[src/rtl/core/scd_pkg.sv]
// ----------------------------------------------------------------------------
// scd_pkg
// Shared types and constants of the serial command line decoder: command
// codes, the keyword table and the item passed from front to back.
// ----------------------------------------------------------------------------
package scd_pkg;

    // Command codes as reported on the result channel
    localparam logic [3:0] CMD_START      = 4'd0;
    localparam logic [3:0] CMD_STOP       = 4'd1;
    localparam logic [3:0] CMD_LED        = 4'd2;
    localparam logic [3:0] CMD_INFER      = 4'd3;
    localparam logic [3:0] CMD_TRAIN      = 4'd4;
    localparam logic [3:0] CMD_GETWEIGHTS = 4'd5;
    localparam logic [3:0] CMD_SETWEIGHTS = 4'd6;
    localparam logic [3:0] CMD_DONE       = 4'd7;
    localparam logic [3:0] CMD_UNKNOWN    = 4'd8;

    // Item kinds
    localparam logic KIND_COMMAND = 1'b0;
    localparam logic KIND_PAYLOAD = 1'b1;

    // Special characters
    localparam logic [7:0] CH_CR    = 8'h0D;
    localparam logic [7:0] CH_LF    = 8'h0A;
    localparam logic [7:0] CH_SPACE = 8'h20;
    localparam logic [7:0] CH_NUL   = 8'h00;
    localparam logic [7:0] CH_L     = 8'h6C;
    localparam logic [7:0] CH_0     = 8'h30;
    localparam logic [7:0] CH_3     = 8'h33;
    localparam logic [7:0] CH_UP_A  = 8'h41;
    localparam logic [7:0] CH_UP_Z  = 8'h5A;

    // Keyword table, padded with zeros past each word's length
    localparam int NUM_WORDS    = 7;
    localparam int MAX_WORD_LEN = 10;
    localparam int EFF_W        = $clog2(MAX_WORD_LEN + 2);
    localparam int POS_W        = $clog2(MAX_WORD_LEN);

    localparam int W_START      = 0;
    localparam int W_STOP       = 1;
    localparam int W_LED        = 2;
    localparam int W_INFER      = 3;
    localparam int W_GETWEIGHTS = 4;
    localparam int W_SETWEIGHTS = 5;
    localparam int W_DONE       = 6;

    localparam logic [7:0] WORD_CHARS [NUM_WORDS][MAX_WORD_LEN] = '{
        '{8'h73, 8'h74, 8'h61, 8'h72, 8'h74, 8'h00, 8'h00, 8'h00, 8'h00, 8'h00},
        '{8'h73, 8'h74, 8'h6F, 8'h70, 8'h00, 8'h00, 8'h00, 8'h00, 8'h00, 8'h00},
        '{8'h6C, 8'h65, 8'h64, 8'h00, 8'h00, 8'h00, 8'h00, 8'h00, 8'h00, 8'h00},
        '{8'h69, 8'h6E, 8'h66, 8'h65, 8'h72, 8'h00, 8'h00, 8'h00, 8'h00, 8'h00},
        '{8'h67, 8'h65, 8'h74, 8'h77, 8'h65, 8'h69, 8'h67, 8'h68, 8'h74, 8'h73},
        '{8'h73, 8'h65, 8'h74, 8'h77, 8'h65, 8'h69, 8'h67, 8'h68, 8'h74, 8'h73},
        '{8'h64, 8'h6F, 8'h6E, 8'h65, 8'h00, 8'h00, 8'h00, 8'h00, 8'h00, 8'h00}
    };

    localparam logic [EFF_W-1:0] WORD_LENS [NUM_WORDS] = '{
        EFF_W'(5), EFF_W'(4), EFF_W'(3), EFF_W'(5), EFF_W'(10), EFF_W'(10), EFF_W'(4)
    };

    // Item carried through the queue
    typedef struct packed {
        logic       kind;
        logic [3:0] command;
        logic [1:0] label;
        logic [7:0] data;
        logic [7:0] index;
        logic       last;
    } t_token;

    // Push side of the queue
    typedef struct packed {
        logic   valid;
        t_token token;
    } t_push;

    // Queue status toward both sides
    typedef struct packed {
        logic not_full;
        logic not_empty;
    } t_q_status;

endpackage

[src/rtl/core/scd_front.sv]
// ----------------------------------------------------------------------------
// scd_front
// Accepts received bytes and classifies them. In line mode it tracks the
// stored length and matches the line against the keywords as bytes arrive,
// so a line end yields its command at once. In payload mode it tags bytes
// with index and last mark.
// ----------------------------------------------------------------------------
module scd_front #(
    parameter int LINE_CAPACITY  = 31,
    parameter int PAYLOAD_LENGTH = 224
) (
    input  logic                i_clk,
    input  logic                i_rst_n,
    input  logic                i_valid,
    output logic                o_ready,
    input  logic [7:0]          i_rx_byte,
    input  scd_pkg::t_q_status  i_q_status,
    output scd_pkg::t_push      o_push
);
    import scd_pkg::*;

    localparam int LW = $clog2(LINE_CAPACITY + 1);
    localparam int CW = $clog2(PAYLOAD_LENGTH + 1);
    localparam logic [EFF_W-1:0] EFF_MAX = EFF_W'(MAX_WORD_LEN + 1);

    // Line tracking
    logic [LW-1:0]        r_len;
    logic                 r_zero_seen;
    logic [EFF_W-1:0]     r_eff;
    logic [NUM_WORDS-1:0] r_alive;
    logic                 r_l_ok;
    logic [1:0]           r_label;

    // Payload tracking
    logic                 r_payload_mode;
    logic [CW-1:0]        r_count;

    logic                 accept;
    logic                 is_end;
    logic                 store;
    logic [7:0]           lc;
    logic [POS_W-1:0]     pos;
    logic [NUM_WORDS-1:0] n_alive;
    logic                 lc_digit;
    logic [3:0]           cmd;
    logic                 last;
    logic [CW+7:0]        count_ext;

    assign o_ready = i_q_status.not_full;
    assign accept  = i_valid && o_ready;
    assign is_end  = (i_rx_byte == CH_CR) || (i_rx_byte == CH_LF);
    assign store   = !is_end && (i_rx_byte != CH_SPACE) &&
                     (r_len < LW'(LINE_CAPACITY));

    // Lowercase A-Z only
    assign lc = ((i_rx_byte >= CH_UP_A) && (i_rx_byte <= CH_UP_Z)) ?
                (i_rx_byte | 8'h20) : i_rx_byte;

    assign lc_digit = (lc >= CH_0) && (lc <= CH_3);

    // Compare the new character against every keyword at the current place
    always_comb begin
        pos = (r_eff < EFF_W'(MAX_WORD_LEN)) ? r_eff[POS_W-1:0] : '0;
        for (int w = 0; w < NUM_WORDS; w++) begin
            n_alive[w] = r_alive[w] && (r_eff < WORD_LENS[w]) &&
                         (lc == WORD_CHARS[w][pos]);
        end
    end

    // Pick the command of a finished line
    always_comb begin
        priority if (r_alive[W_START] && r_eff == WORD_LENS[W_START]) begin
            cmd = CMD_START;
        end else if (r_alive[W_STOP] && r_eff == WORD_LENS[W_STOP]) begin
            cmd = CMD_STOP;
        end else if (r_alive[W_LED] && r_eff == WORD_LENS[W_LED]) begin
            cmd = CMD_LED;
        end else if (r_alive[W_INFER] && r_eff == WORD_LENS[W_INFER]) begin
            cmd = CMD_INFER;
        end else if (r_l_ok && r_eff == EFF_W'(2)) begin
            cmd = CMD_TRAIN;
        end else if (r_alive[W_GETWEIGHTS] && r_eff == WORD_LENS[W_GETWEIGHTS]) begin
            cmd = CMD_GETWEIGHTS;
        end else if (r_alive[W_SETWEIGHTS] && r_eff == WORD_LENS[W_SETWEIGHTS]) begin
            cmd = CMD_SETWEIGHTS;
        end else if (r_alive[W_DONE] && r_eff == WORD_LENS[W_DONE]) begin
            cmd = CMD_DONE;
        end else begin
            cmd = CMD_UNKNOWN;
        end
    end

    assign last      = (r_count == CW'(PAYLOAD_LENGTH - 1));
    assign count_ext = {8'b0, r_count};

    // Build the item for the queue
    always_comb begin
        o_push = '0;
        if (r_payload_mode) begin
            o_push.valid         = accept;
            o_push.token.kind    = KIND_PAYLOAD;
            o_push.token.data    = i_rx_byte;
            o_push.token.index   = count_ext[7:0];
            o_push.token.last    = last;
        end else begin
            o_push.valid         = accept && is_end && (r_len != '0);
            o_push.token.kind    = KIND_COMMAND;
            o_push.token.command = cmd;
            o_push.token.label   = (cmd == CMD_TRAIN) ? r_label : 2'd0;
        end
    end

    // Advance line and payload state on each accepted item
    always_ff @(posedge i_clk) begin
        if (!i_rst_n) begin
            r_len          <= '0;
            r_zero_seen    <= 1'b0;
            r_eff          <= '0;
            r_alive        <= '1;
            r_l_ok         <= 1'b1;
            r_label        <= 2'd0;
            r_payload_mode <= 1'b0;
            r_count        <= '0;
        end else if (accept) begin
            if (r_payload_mode) begin
                if (last) begin
                    r_payload_mode <= 1'b0;
                    r_count        <= '0;
                end else begin
                    r_count <= r_count + CW'(1);
                end
            end else if (is_end) begin
                if (r_len != '0) begin
                    if (cmd == CMD_SETWEIGHTS) begin
                        r_payload_mode <= 1'b1;
                        r_count        <= '0;
                    end
                    r_len       <= '0;
                    r_zero_seen <= 1'b0;
                    r_eff       <= '0;
                    r_alive     <= '1;
                    r_l_ok      <= 1'b1;
                    r_label     <= 2'd0;
                end
            end else if (store) begin
                r_len <= r_len + LW'(1);
                if (!r_zero_seen) begin
                    if (i_rx_byte == CH_NUL) begin
                        // the line ends at its first zero byte
                        r_zero_seen <= 1'b1;
                    end else begin
                        r_alive <= n_alive;
                        if (r_eff == EFF_W'(0)) begin
                            r_l_ok <= (lc == CH_L);
                        end else if (r_eff == EFF_W'(1)) begin
                            r_l_ok  <= r_l_ok && lc_digit;
                            r_label <= lc[1:0];
                        end else begin
                            r_l_ok <= 1'b0;
                        end
                        if (r_eff != EFF_MAX) begin
                            r_eff <= r_eff + EFF_W'(1);
                        end
                    end
                end
            end
        end
    end

endmodule

[src/rtl/core/scd_queue.sv]
// ----------------------------------------------------------------------------
// scd_queue
// Two-entry queue that parts the byte front from the result back, so each
// side can stall on its own.
// ----------------------------------------------------------------------------
module scd_queue (
    input  logic                i_clk,
    input  logic                i_rst_n,
    input  scd_pkg::t_push      i_push,
    input  logic                i_pop,
    output scd_pkg::t_q_status  o_status,
    output scd_pkg::t_token     o_head
);
    import scd_pkg::*;

    t_token     r_mem [2];
    logic       r_wr_ptr;
    logic       r_rd_ptr;
    logic [1:0] r_count;

    logic do_push;
    logic do_pop;

    assign o_status.not_full  = (r_count != 2'd2);
    assign o_status.not_empty = (r_count != 2'd0);
    assign o_head             = r_mem[r_rd_ptr];

    assign do_push = i_push.valid && o_status.not_full;
    assign do_pop  = i_pop && o_status.not_empty;

    // Store pushed items
    always_ff @(posedge i_clk) begin
        if (do_push) begin
            r_mem[r_wr_ptr] <= i_push.token;
        end
    end

    // Advance pointers and fill count
    always_ff @(posedge i_clk) begin
        if (!i_rst_n) begin
            r_wr_ptr <= 1'b0;
            r_rd_ptr <= 1'b0;
            r_count  <= 2'd0;
        end else begin
            if (do_push) begin
                r_wr_ptr <= !r_wr_ptr;
            end
            if (do_pop) begin
                r_rd_ptr <= !r_rd_ptr;
            end
            unique case ({do_push, do_pop})
                2'b10:   r_count <= r_count + 2'd1;
                2'b01:   r_count <= r_count - 2'd1;
                default: r_count <= r_count;
            endcase
        end
    end

endmodule

[src/rtl/core/scd_back.sv]
// ----------------------------------------------------------------------------
// scd_back
// Takes items from the queue, carries out start and stop on the logging
// flag, and holds each result in an output register until it is taken.
// ----------------------------------------------------------------------------
module scd_back (
    input  logic                i_clk,
    input  logic                i_rst_n,
    input  scd_pkg::t_q_status  i_q_status,
    input  scd_pkg::t_token     i_head,
    output logic                o_pop,
    output logic                o_valid,
    input  logic                i_ready,
    output logic                o_kind,
    output logic [3:0]          o_command,
    output logic [1:0]          o_train_label,
    output logic                o_logging_on,
    output logic [7:0]          o_payload_byte,
    output logic [7:0]          o_payload_index,
    output logic                o_payload_last
);
    import scd_pkg::*;

    logic       r_valid;
    logic       r_logging;
    t_token     r_token;
    logic       r_logging_out;
    logic       n_logging;

    assign o_pop = i_q_status.not_empty && (!r_valid || i_ready);

    // Logging flag after this item
    always_comb begin
        n_logging = r_logging;
        if (i_head.kind == KIND_COMMAND) begin
            if (i_head.command == CMD_START) begin
                n_logging = 1'b1;
            end else if (i_head.command == CMD_STOP) begin
                n_logging = 1'b0;
            end
        end
    end

    // Control state
    always_ff @(posedge i_clk) begin
        if (!i_rst_n) begin
            r_valid   <= 1'b0;
            r_logging <= 1'b1;
        end else begin
            if (o_pop) begin
                r_valid   <= 1'b1;
                r_logging <= n_logging;
            end else if (i_ready) begin
                r_valid <= 1'b0;
            end
        end
    end

    // Hold the result payload
    always_ff @(posedge i_clk) begin
        if (o_pop) begin
            r_token       <= i_head;
            r_logging_out <= n_logging;
        end
    end

    assign o_valid         = r_valid;
    assign o_kind          = r_token.kind;
    assign o_command       = r_token.command;
    assign o_train_label   = r_token.label;
    assign o_logging_on    = r_logging_out;
    assign o_payload_byte  = r_token.data;
    assign o_payload_index = r_token.index;
    assign o_payload_last  = r_token.last;

endmodule

[src/rtl/core/serial_command_line_decoder.sv]
// ----------------------------------------------------------------------------
// serial_command_line_decoder
// Decodes command lines from a stream of received serial bytes.
//
// Input channel (i_valid / o_ready, i_rx_byte): one received byte per item.
// In line mode spaces are dropped and up to LINE_CAPACITY bytes are kept;
// CR or LF on a non-empty line yields one command result and clears the line.
// A setweights command switches to payload mode, where the next
// PAYLOAD_LENGTH bytes each yield a payload result with index and last mark.
// Output channel (o_valid / i_ready): one result per command or payload byte.
// Throughput: one byte per cycle while the queue is not full; the front
// matches keywords as bytes arrive, so a line end yields its command at
// once. Each item enters the two-entry queue at the accepting edge and
// moves to the output register once the back takes it from the queue.
// When the receiver stalls, the output register holds and the queue fills;
// o_ready drops once the queue is full. Reset empties the queue and the
// line, leaves payload mode and sets the logging flag.
// ----------------------------------------------------------------------------
module serial_command_line_decoder #(
    parameter int LINE_CAPACITY  = 31,
    parameter int PAYLOAD_LENGTH = 224
) (
    input  logic       i_clk,
    input  logic       i_rst_n,
    input  logic       i_valid,
    output logic       o_ready,
    input  logic [7:0] i_rx_byte,
    output logic       o_valid,
    input  logic       i_ready,
    output logic       o_kind,
    output logic [3:0] o_command,
    output logic [1:0] o_train_label,
    output logic       o_logging_on,
    output logic [7:0] o_payload_byte,
    output logic [7:0] o_payload_index,
    output logic       o_payload_last
);
    import scd_pkg::*;

    t_push     push;
    t_q_status q_status;
    t_token    head;
    logic      pop;

    // Classify bytes
    scd_front #(
        .LINE_CAPACITY  (LINE_CAPACITY),
        .PAYLOAD_LENGTH (PAYLOAD_LENGTH)
    ) u_front (
        .i_clk      (i_clk),
        .i_rst_n    (i_rst_n),
        .i_valid    (i_valid),
        .o_ready    (o_ready),
        .i_rx_byte  (i_rx_byte),
        .i_q_status (q_status),
        .o_push     (push)
    );

    // Buffer items between the two sides
    scd_queue u_queue (
        .i_clk    (i_clk),
        .i_rst_n  (i_rst_n),
        .i_push   (push),
        .i_pop    (pop),
        .o_status (q_status),
        .o_head   (head)
    );

    // Carry out items and present results
    scd_back u_back (
        .i_clk           (i_clk),
        .i_rst_n         (i_rst_n),
        .i_q_status      (q_status),
        .i_head          (head),
        .o_pop           (pop),
        .o_valid         (o_valid),
        .i_ready         (i_ready),
        .o_kind          (o_kind),
        .o_command       (o_command),
        .o_train_label   (o_train_label),
        .o_logging_on    (o_logging_on),
        .o_payload_byte  (o_payload_byte),
        .o_payload_index (o_payload_index),
        .o_payload_last  (o_payload_last)
    );

endmodule
[config.mk]
export PLATFORM = sky130hd
export DESIGN_NAME = serial_command_line_decoder
export DESIGN_NICKNAME = d
export VERILOG_FILES = /design/src/rtl/core/scd_pkg.sv /design/src/rtl/core/scd_front.sv /design/src/rtl/core/scd_queue.sv /design/src/rtl/core/scd_back.sv /design/src/rtl/core/serial_command_line_decoder.sv
export SDC_FILE = /design/constraint.sdc
export NUM_CORES = 1
export LEC_CHECK = 0
export BUFFER_PORTS_ARGS = -buffer_cell sky130_fd_sc_hd__buf_2
export CAP_MARGIN = 0
export CORE_ASPECT_RATIO = 0.75
export CORE_UTILIZATION = 37
export CTS_CLUSTER_DIAMETER = 150
export DETAILED_ROUTE_END_ITERATION = 7
export PLACE_DENSITY = 0.57
export SYNTH_ARGS = -nofsm -noshare
export SYNTH_HDL_FRONTEND = slang
export SYNTH_SLANG_ARGS = --single-unit
[constraint.sdc]
create_clock -name i_clk -period 6.5 [get_ports i_clk]
set_input_delay 0.65 -clock i_clk [delete_from_list [all_inputs] [get_ports i_clk]]
set_output_delay 0.65 -clock i_clk [all_outputs]
set_load 0.01 [all_outputs]
==> metrics.yaml, run 1 <==
status:
  outcome: "complete, no violations"
grt:
  grt_usage: 0.165
  grt_max_degree: 32
  antenna_found_initial: 0
  grt_pass1_wl_um: 19600
  gr-total-overflow: 0
  grt_pass1_vias: 3794
floorplanning:
  core_mm2: 0.0146
  dieWidth_um: 144
  fp-row-count: 38
  start_util: 0.381
  die_height_um: 108
  io_pins: 39
  dieArea_mm2: 0.0155
sta:
  skew_ns: 0.0136
  setup-violations-final: 0
  slew_headroom: 0.181
  clock.fmax_mhz: 304
  rsz0062_at_grt: "no"
  fin_crit_sh: 0.507
  hold_viol: 0
  tightest_slew_ns: 1.23
  slew_viol_final: 0
  fin_setup_tns_ns: 0
  min_period_ns: 3.29
worst_setup_path:
  critPathKind: "reg -> reg"
  crit_buf_inv: 0
  critPathMaxFanout: 30
  cp_common_cell: "a211o_1"
  critPathTopFamily: "compound AO/OA/AOI/OAI gates"
  cpPeakStageDelay_ns: 0.97
  crit_slowest_cell: "dfxtp_1"
  crit_required_ns: 6.80
  critPathLaunchType: "flip-flop"
  arrival_ns: 3.60
  end_kind: "flip-flop"
  path_cells: "o21ai_0, nand2_1, ha_1, nor2_1, a211o_1, a21o_1, a211oi_1, a21boi_0, a211o_1"
yosys:
  synth_seq_area_share: 0.523
  synth_most_common_cell: "edfxtp_1"
  synth_edf_count: 73
  synth-main-ff-cell: "edfxtp_1"
  synth_area_mm2: 0.00557
  synth_cell_types: 71
  ys_seq_elements: 109
  ys_top_cells_by_count: "edfxtp_1 (73), nor2_1 (51), dfxtp_1 (36)"
  synthTopCellsByArea: "edfxtp_1 (39%), dfxtp_1 (13%), mux2_2 (5.1%)"
  synth_top_cell_by_area: "edfxtp_1"
  synth_warnings: 0
  synth_cells: 519
  yosysTopAreaCellShare: 0.394
  synth_fp_nets: 546
  postSynthAreaPerCell_um2: 10.7
  async_flop_share: 0
clock_network:
  clock_sinks: 109
  cts_buffers: 9
  post_cts_buffers: 0
  path_clk_slew_ns: 0.08
  cts_buffer_depth: 2
  cts_hold_buf: 0
  cts_tree: "done"
  insertion_delay_ns: 0.35
  htree_num_levels: 3
  cts_resized: 0
  root_buffer: "clkbuf_16"
place:
  hpwl_um: 8200
  port_buffers: 38
  gp_congestion: 0.849
  dp_cells: 726
finish:
  nFillCells: 1390
  instances_no_fill: 742
  final_core_util: 0.424
  area_delta_synth_final_pct: 11.2
  drive_above_1_share: 0.173
  diodes: 0
  finalNetCount: 564
power_and_ir_drop:
  ir_worst_vdd_uv: 136
  cellPowerDensity_mw_per_mm2: 266
  power.leakage_nw: 2.15
job:
  drv_cap: 0
detailed_routing:
  routed_wl_um: 12000
  postRouteAntennaNets: 0
  drc: 0
  vias: 3972
  drt_first_pass_iters: 5
  via_per_inst: 5.35
  drt_iter0_drc: 267
  wire_per_inst_um: 16.2
min_path:
  hp-class: "reg -> reg"
==> cell type report <==
class | instances | area, um2 | share of cell area
sequential | 109 | 2910 | 0.471
multi-input combinational | 359 | 2450 | 0.396
timing repair buffer | 42 | 220 | 0.0356
clock buffer | 9 | 225 | 0.0364
clock inverter | 7 | 70.1 | 0.0113
tap | 200 | 250 | 0.0404
inverter | 16 | 60.1 | 0.00970
==> kinds of logic (layout without fill, tap and decap cells) <==
family,after synthesis,in the layout,synth area share
AO/OA/AOI/OAI,111,111,0.136
XOR/XNOR,26,26,0.0409
adder cells (fa/ha/maj),15,15,0.0337
buffers and inverters,51,74,0.0378
flip-flops,109,109,0.523
multiplexers,30,30,0.0596
AND/OR/NAND/NOR,177,177,0.169
==> flip-flops by register name (all words and copies together) (netlist names), 2 cells and up, named ones only <==
name                    flops
u_front.r_count             8
u_front.r_alive             7
u_queue.r_count             2
u_back.o_command            4
u_queue.r_mem              48
u_back.o_train_label        2
u_front.r_label             2
u_front.r_len               5
u_back.o_payload_byte       8
u_back.o_payload_index      8
u_front.r_eff               4
==> tightest hold or removal path, stage by stage (launching register included) <==
cell and delay (ns):
dfxtp_1 0.31, nand3_1 0.06, a21oi_1 0.06
==> report_power, final <==
group / internal [mW] / total (mW) / switching, mW
sequential: 0.787 / 0.815 / 0.0284
clock: 0.272 / 0.539 / 0.266
combinational: 0.123 / 0.292 / 0.169
==> metal layers <==
metal / share of wire / track usage / wire length (um) / up-vias
met5: 0 / 0 / 0 / -
met4: 0.013 / 0.0509 / 162 / 0
met3: 0.055 / 0.0394 / 660 / 13
met2: 0.42 / 0.241 / 5020 / 127
met1: 0.51 / 0.240 / 6190 / 1883
li1: - / - / - / 1949
==> placed cells by master, fill, tap and decap left out, types with 4 or more instances in the layout <==
master | synthesis | routed
edfxtp_1 | 73 | 73
nor2_1 | 51 | 48
buf_2 | 6 | 38
dfxtp_1 | 36 | 36
a21oi_1 | 30 | 30
mux2_2 | 25 | 25
nand2_1 | 23 | 23
o21ai_0 | 20 | 20
and2_1 | 18 | 18
xnor2_1 | 17 | 17
inv_1 | 15 | 15
ha_1 | 15 | 15
nand3_1 | 14 | 14
nor3_1 | 11 | 11
nand4_1 | 9 | 9
xor2_1 | 9 | 9
clkbuf_16 | 0 | 9
nor2b_1 | 8 | 8
and3_1 | 7 | 7
a31oi_1 | 6 | 6
nand2b_1 | 6 | 6
mux2i_1 | 5 | 5
nand3b_1 | 5 | 5
a211o_1 | 5 | 5
a211oi_1 | 5 | 5
or3_1 | 4 | 4
o2111ai_1 | 4 | 4
a21o_1 | 4 | 4
o22ai_1 | 4 | 4
buf_4 | 1 | 4
==> worst paths after layout <==
kind | startpoint | endpoint | slack [ns] | cells after the start
max | u_front.r_eff[2]$_SDFFE_PN0P_ | u_front.r_alive[4]$_SDFFE_PN1P_ | 3.21 | 9
max reg2reg | u_front.r_eff[2]$_SDFFE_PN0P_ | u_front.r_alive[4]$_SDFFE_PN1P_ | 3.21 | 9
min | u_front.r_label[0]$_SDFFE_PN0P_ | u_front.r_label[0]$_SDFFE_PN0P_ | 0.47 | 2
min reg2reg | u_front.r_label[0]$_SDFFE_PN0P_ | u_front.r_label[0]$_SDFFE_PN0P_ | 0.47 | 2
==> metrics by stage <==
stage          setup slack (ns)  area (um2)  total power, mW  hold WS [ns]
5_1_grt                    3.00        6190             1.72         0.500
4_1_cts                    3.31        6190             1.66         0.479
3_5_place_dp               3.05        5890             1.12         0.458
2_1_floorplan              3.52        5570             1.04         0.438
3_3_place_gp               3.17        5890             1.12         0.456
6_report                   3.21        6190             1.65         0.475
No activity file was read; power rests on OpenSTA's default activity.
==> run 2: changes to the inputs <==
==> constraint.sdc (replaced) <==
create_clock -name i_clk -period 3.26 [get_ports i_clk]
set_input_delay 0.326 -clock i_clk [delete_from_list [all_inputs] [get_ports i_clk]]
set_output_delay 0.326 -clock i_clk [all_outputs]
set_load 0.01 [all_outputs]
==> run 2 against run 1 <==
Combinational power is 110% higher. Sequential cell count stayed put. Wire length is 3.2% higher. Non-clock buffer count is 10 higher. Hold slack worse by 0.13 ns. Design area is 1.7% higher. Critical endpoint unchanged. Critical path depth stayed put. Total power is 110% higher. Register-to-register slack worse by 2.7 ns. Sequential power is 99% higher. Core utilization is 0.72 points higher. Sequential share of layout area is 0.79 points lower.
==> metrics.yaml, run 2 (synthesis gave the netlist of run 1 again) <==
sta:
  rsz0062_at_grt: "no"
  holdWs_ns: 0.343
  min_period_ns: 2.77
  skew_ns: 0.00686
  fin_crit_sh: 0.849
  setup-violations-final: 0
  clock.fmax_mhz: 361
  slew_viol_final: 0
  hold_viol: 0
  fin_setup_tns_ns: 0
  finalWorstSetupSlack_ns: 0.491
  slew_headroom: 0.378
  tightest_slew_ns: 0.925
clock_network:
  cts_resized: 0
  path_clk_slew_ns: 0.08
  htree_num_levels: 3
  cts_buffer_depth: 2
  clock_sinks: 109
  cts_buffers: 9
  post_cts_buffers: 0
  cts_tree: "done"
  root_buffer: "clkbuf_16"
  cts_hold_buf: 0
  insertion_delay_ns: 0.34
detailed_routing:
  vias: 4053
  drt_iter0_drc: 444
  wire_per_inst_um: 16.5
  drc: 0
  via_per_inst: 5.39
  postRouteAntennaNets: 0
  drt_first_pass_iters: 5
  routed_wl_um: 12400
place:
  dp_slack_ns: 0.446
  dpl_cell_area_mm2: 0.00597
  gp_congestion: 0.857
  port_buffers: 38
  hpwl_um: 8720
finish:
  diodes: 0
  top_register: "u_queue.r_mem"
  multi_input_area_mm2: 0.00245
  seq_area_mm2: 0.00291
  final_cell_mix: "edfxtp_1 (73), nor2_1 (48), buf_2 (38)"
  largest_register_ffs: 48
  drive_above_1_share: 0.188
  final_core_util: 0.431
  area_delta_synth_final_pct: 13.1
  final_common_cell: "edfxtp_1"
  nFillCells: 1396
  final_area_mm2: 0.00629
  finalNetCount: 574
grt:
  grt-busiest-layer: "met1"
  grt_pass1_vias: 3838
  gr-total-overflow: 0
  use_met2: 0.244
  grt_use_met3: 0.0381
  grt_pass1_wl_um: 20500
  antenna_found_initial: 0
  grt_max_degree: 30
  grt_use_met1: 0.256
  grt_usage: 0.171
power_and_ir_drop:
  power.leakage_nw: 2.21
  cellPowerDensity_mw_per_mm2: 537
  ir_worst_vdd_uv: 260
floorplanning:
  core_mm2: 0.0146
  dieArea_mm2: 0.0155
  start_util: 0.381
  dieWidth_um: 144
  die_height_um: 108
  fp-row-count: 38
  io_pins: 39
worst_setup_path:
  critPathLaunchType: "flip-flop"
  arrival_ns: 3.06
  crit_required_ns: 3.55
  end_kind: "flip-flop"
  critPathKind: "reg -> reg"
  critPathMaxFanout: 9
min_path:
  hp-class: "in -> reg"
job:
  drv_cap: 0
status:
  outcome: "complete, no violations"
[run 2: routing by layer]
layer  part of all wire  up-vias  routed length [um]
met2               0.42      162                5280
li1                   -     1963                   -
met3              0.070       13                 869
met1               0.50     1915                6170
met5                  0        -                   0
met4             0.0082        0                 102
[run 2: final cells by class]
class,instances,share of cell area
clock buffer,9,0.0358
clock inverter,7,0.0159
inverter,16,0.00954
multi-input combinational,359,0.389
sequential,109,0.463
tap,200,0.0398
timing repair buffer,52,0.0469
[run 2: final timing paths]
| check | startpoint | endpoint | slack, ns | cells after the start |
|---|---|---|---|---|
| worst max-delay path | u_front.r_eff[1]$_SDFFE_PN0P_ | u_front.r_alive[4]$_SDFFE_PN1P_ | 0.49 | 9 |
| worst min-delay path | i_rst_n | u_front.r_alive[2]$_SDFFE_PN1P_ | 0.34 | 2 |
| worst max register to register | u_front.r_eff[1]$_SDFFE_PN0P_ | u_front.r_alive[4]$_SDFFE_PN1P_ | 0.49 | 9 |
| worst min register to register | u_front.r_label[1]$_SDFFE_PN0P_ | u_front.r_label[1]$_SDFFE_PN0P_ | 0.47 | 2 |
[run 2: report_power, final]
part	total, mW	internal [mW]	switching, mW
clock network	1.16	0.622	0.537
logic	0.602	0.255	0.347
registers	1.62	1.57	0.0537
total	3.38	2.45	0.937
[run 2: critical path, stage by stage (launching register included)]
cell and delay [ns]:
dfxtp_1 0.34, o21ai_0 0.33, nand2_1 0.21, ha_1 0.50, nor2_1 0.09, a211o_1 0.29
a21o_1 0.16, a211oi_1 0.38, a21boi_0 0.26, a211o_1 0.15
[run 2: through the flow]
step	power (mW)	instances
after floorplan	2.08	519
after global placement	2.24	736
after detailed placement	2.25	736
after CTS	3.41	752
after global routing	3.54	752
final	3.38	752
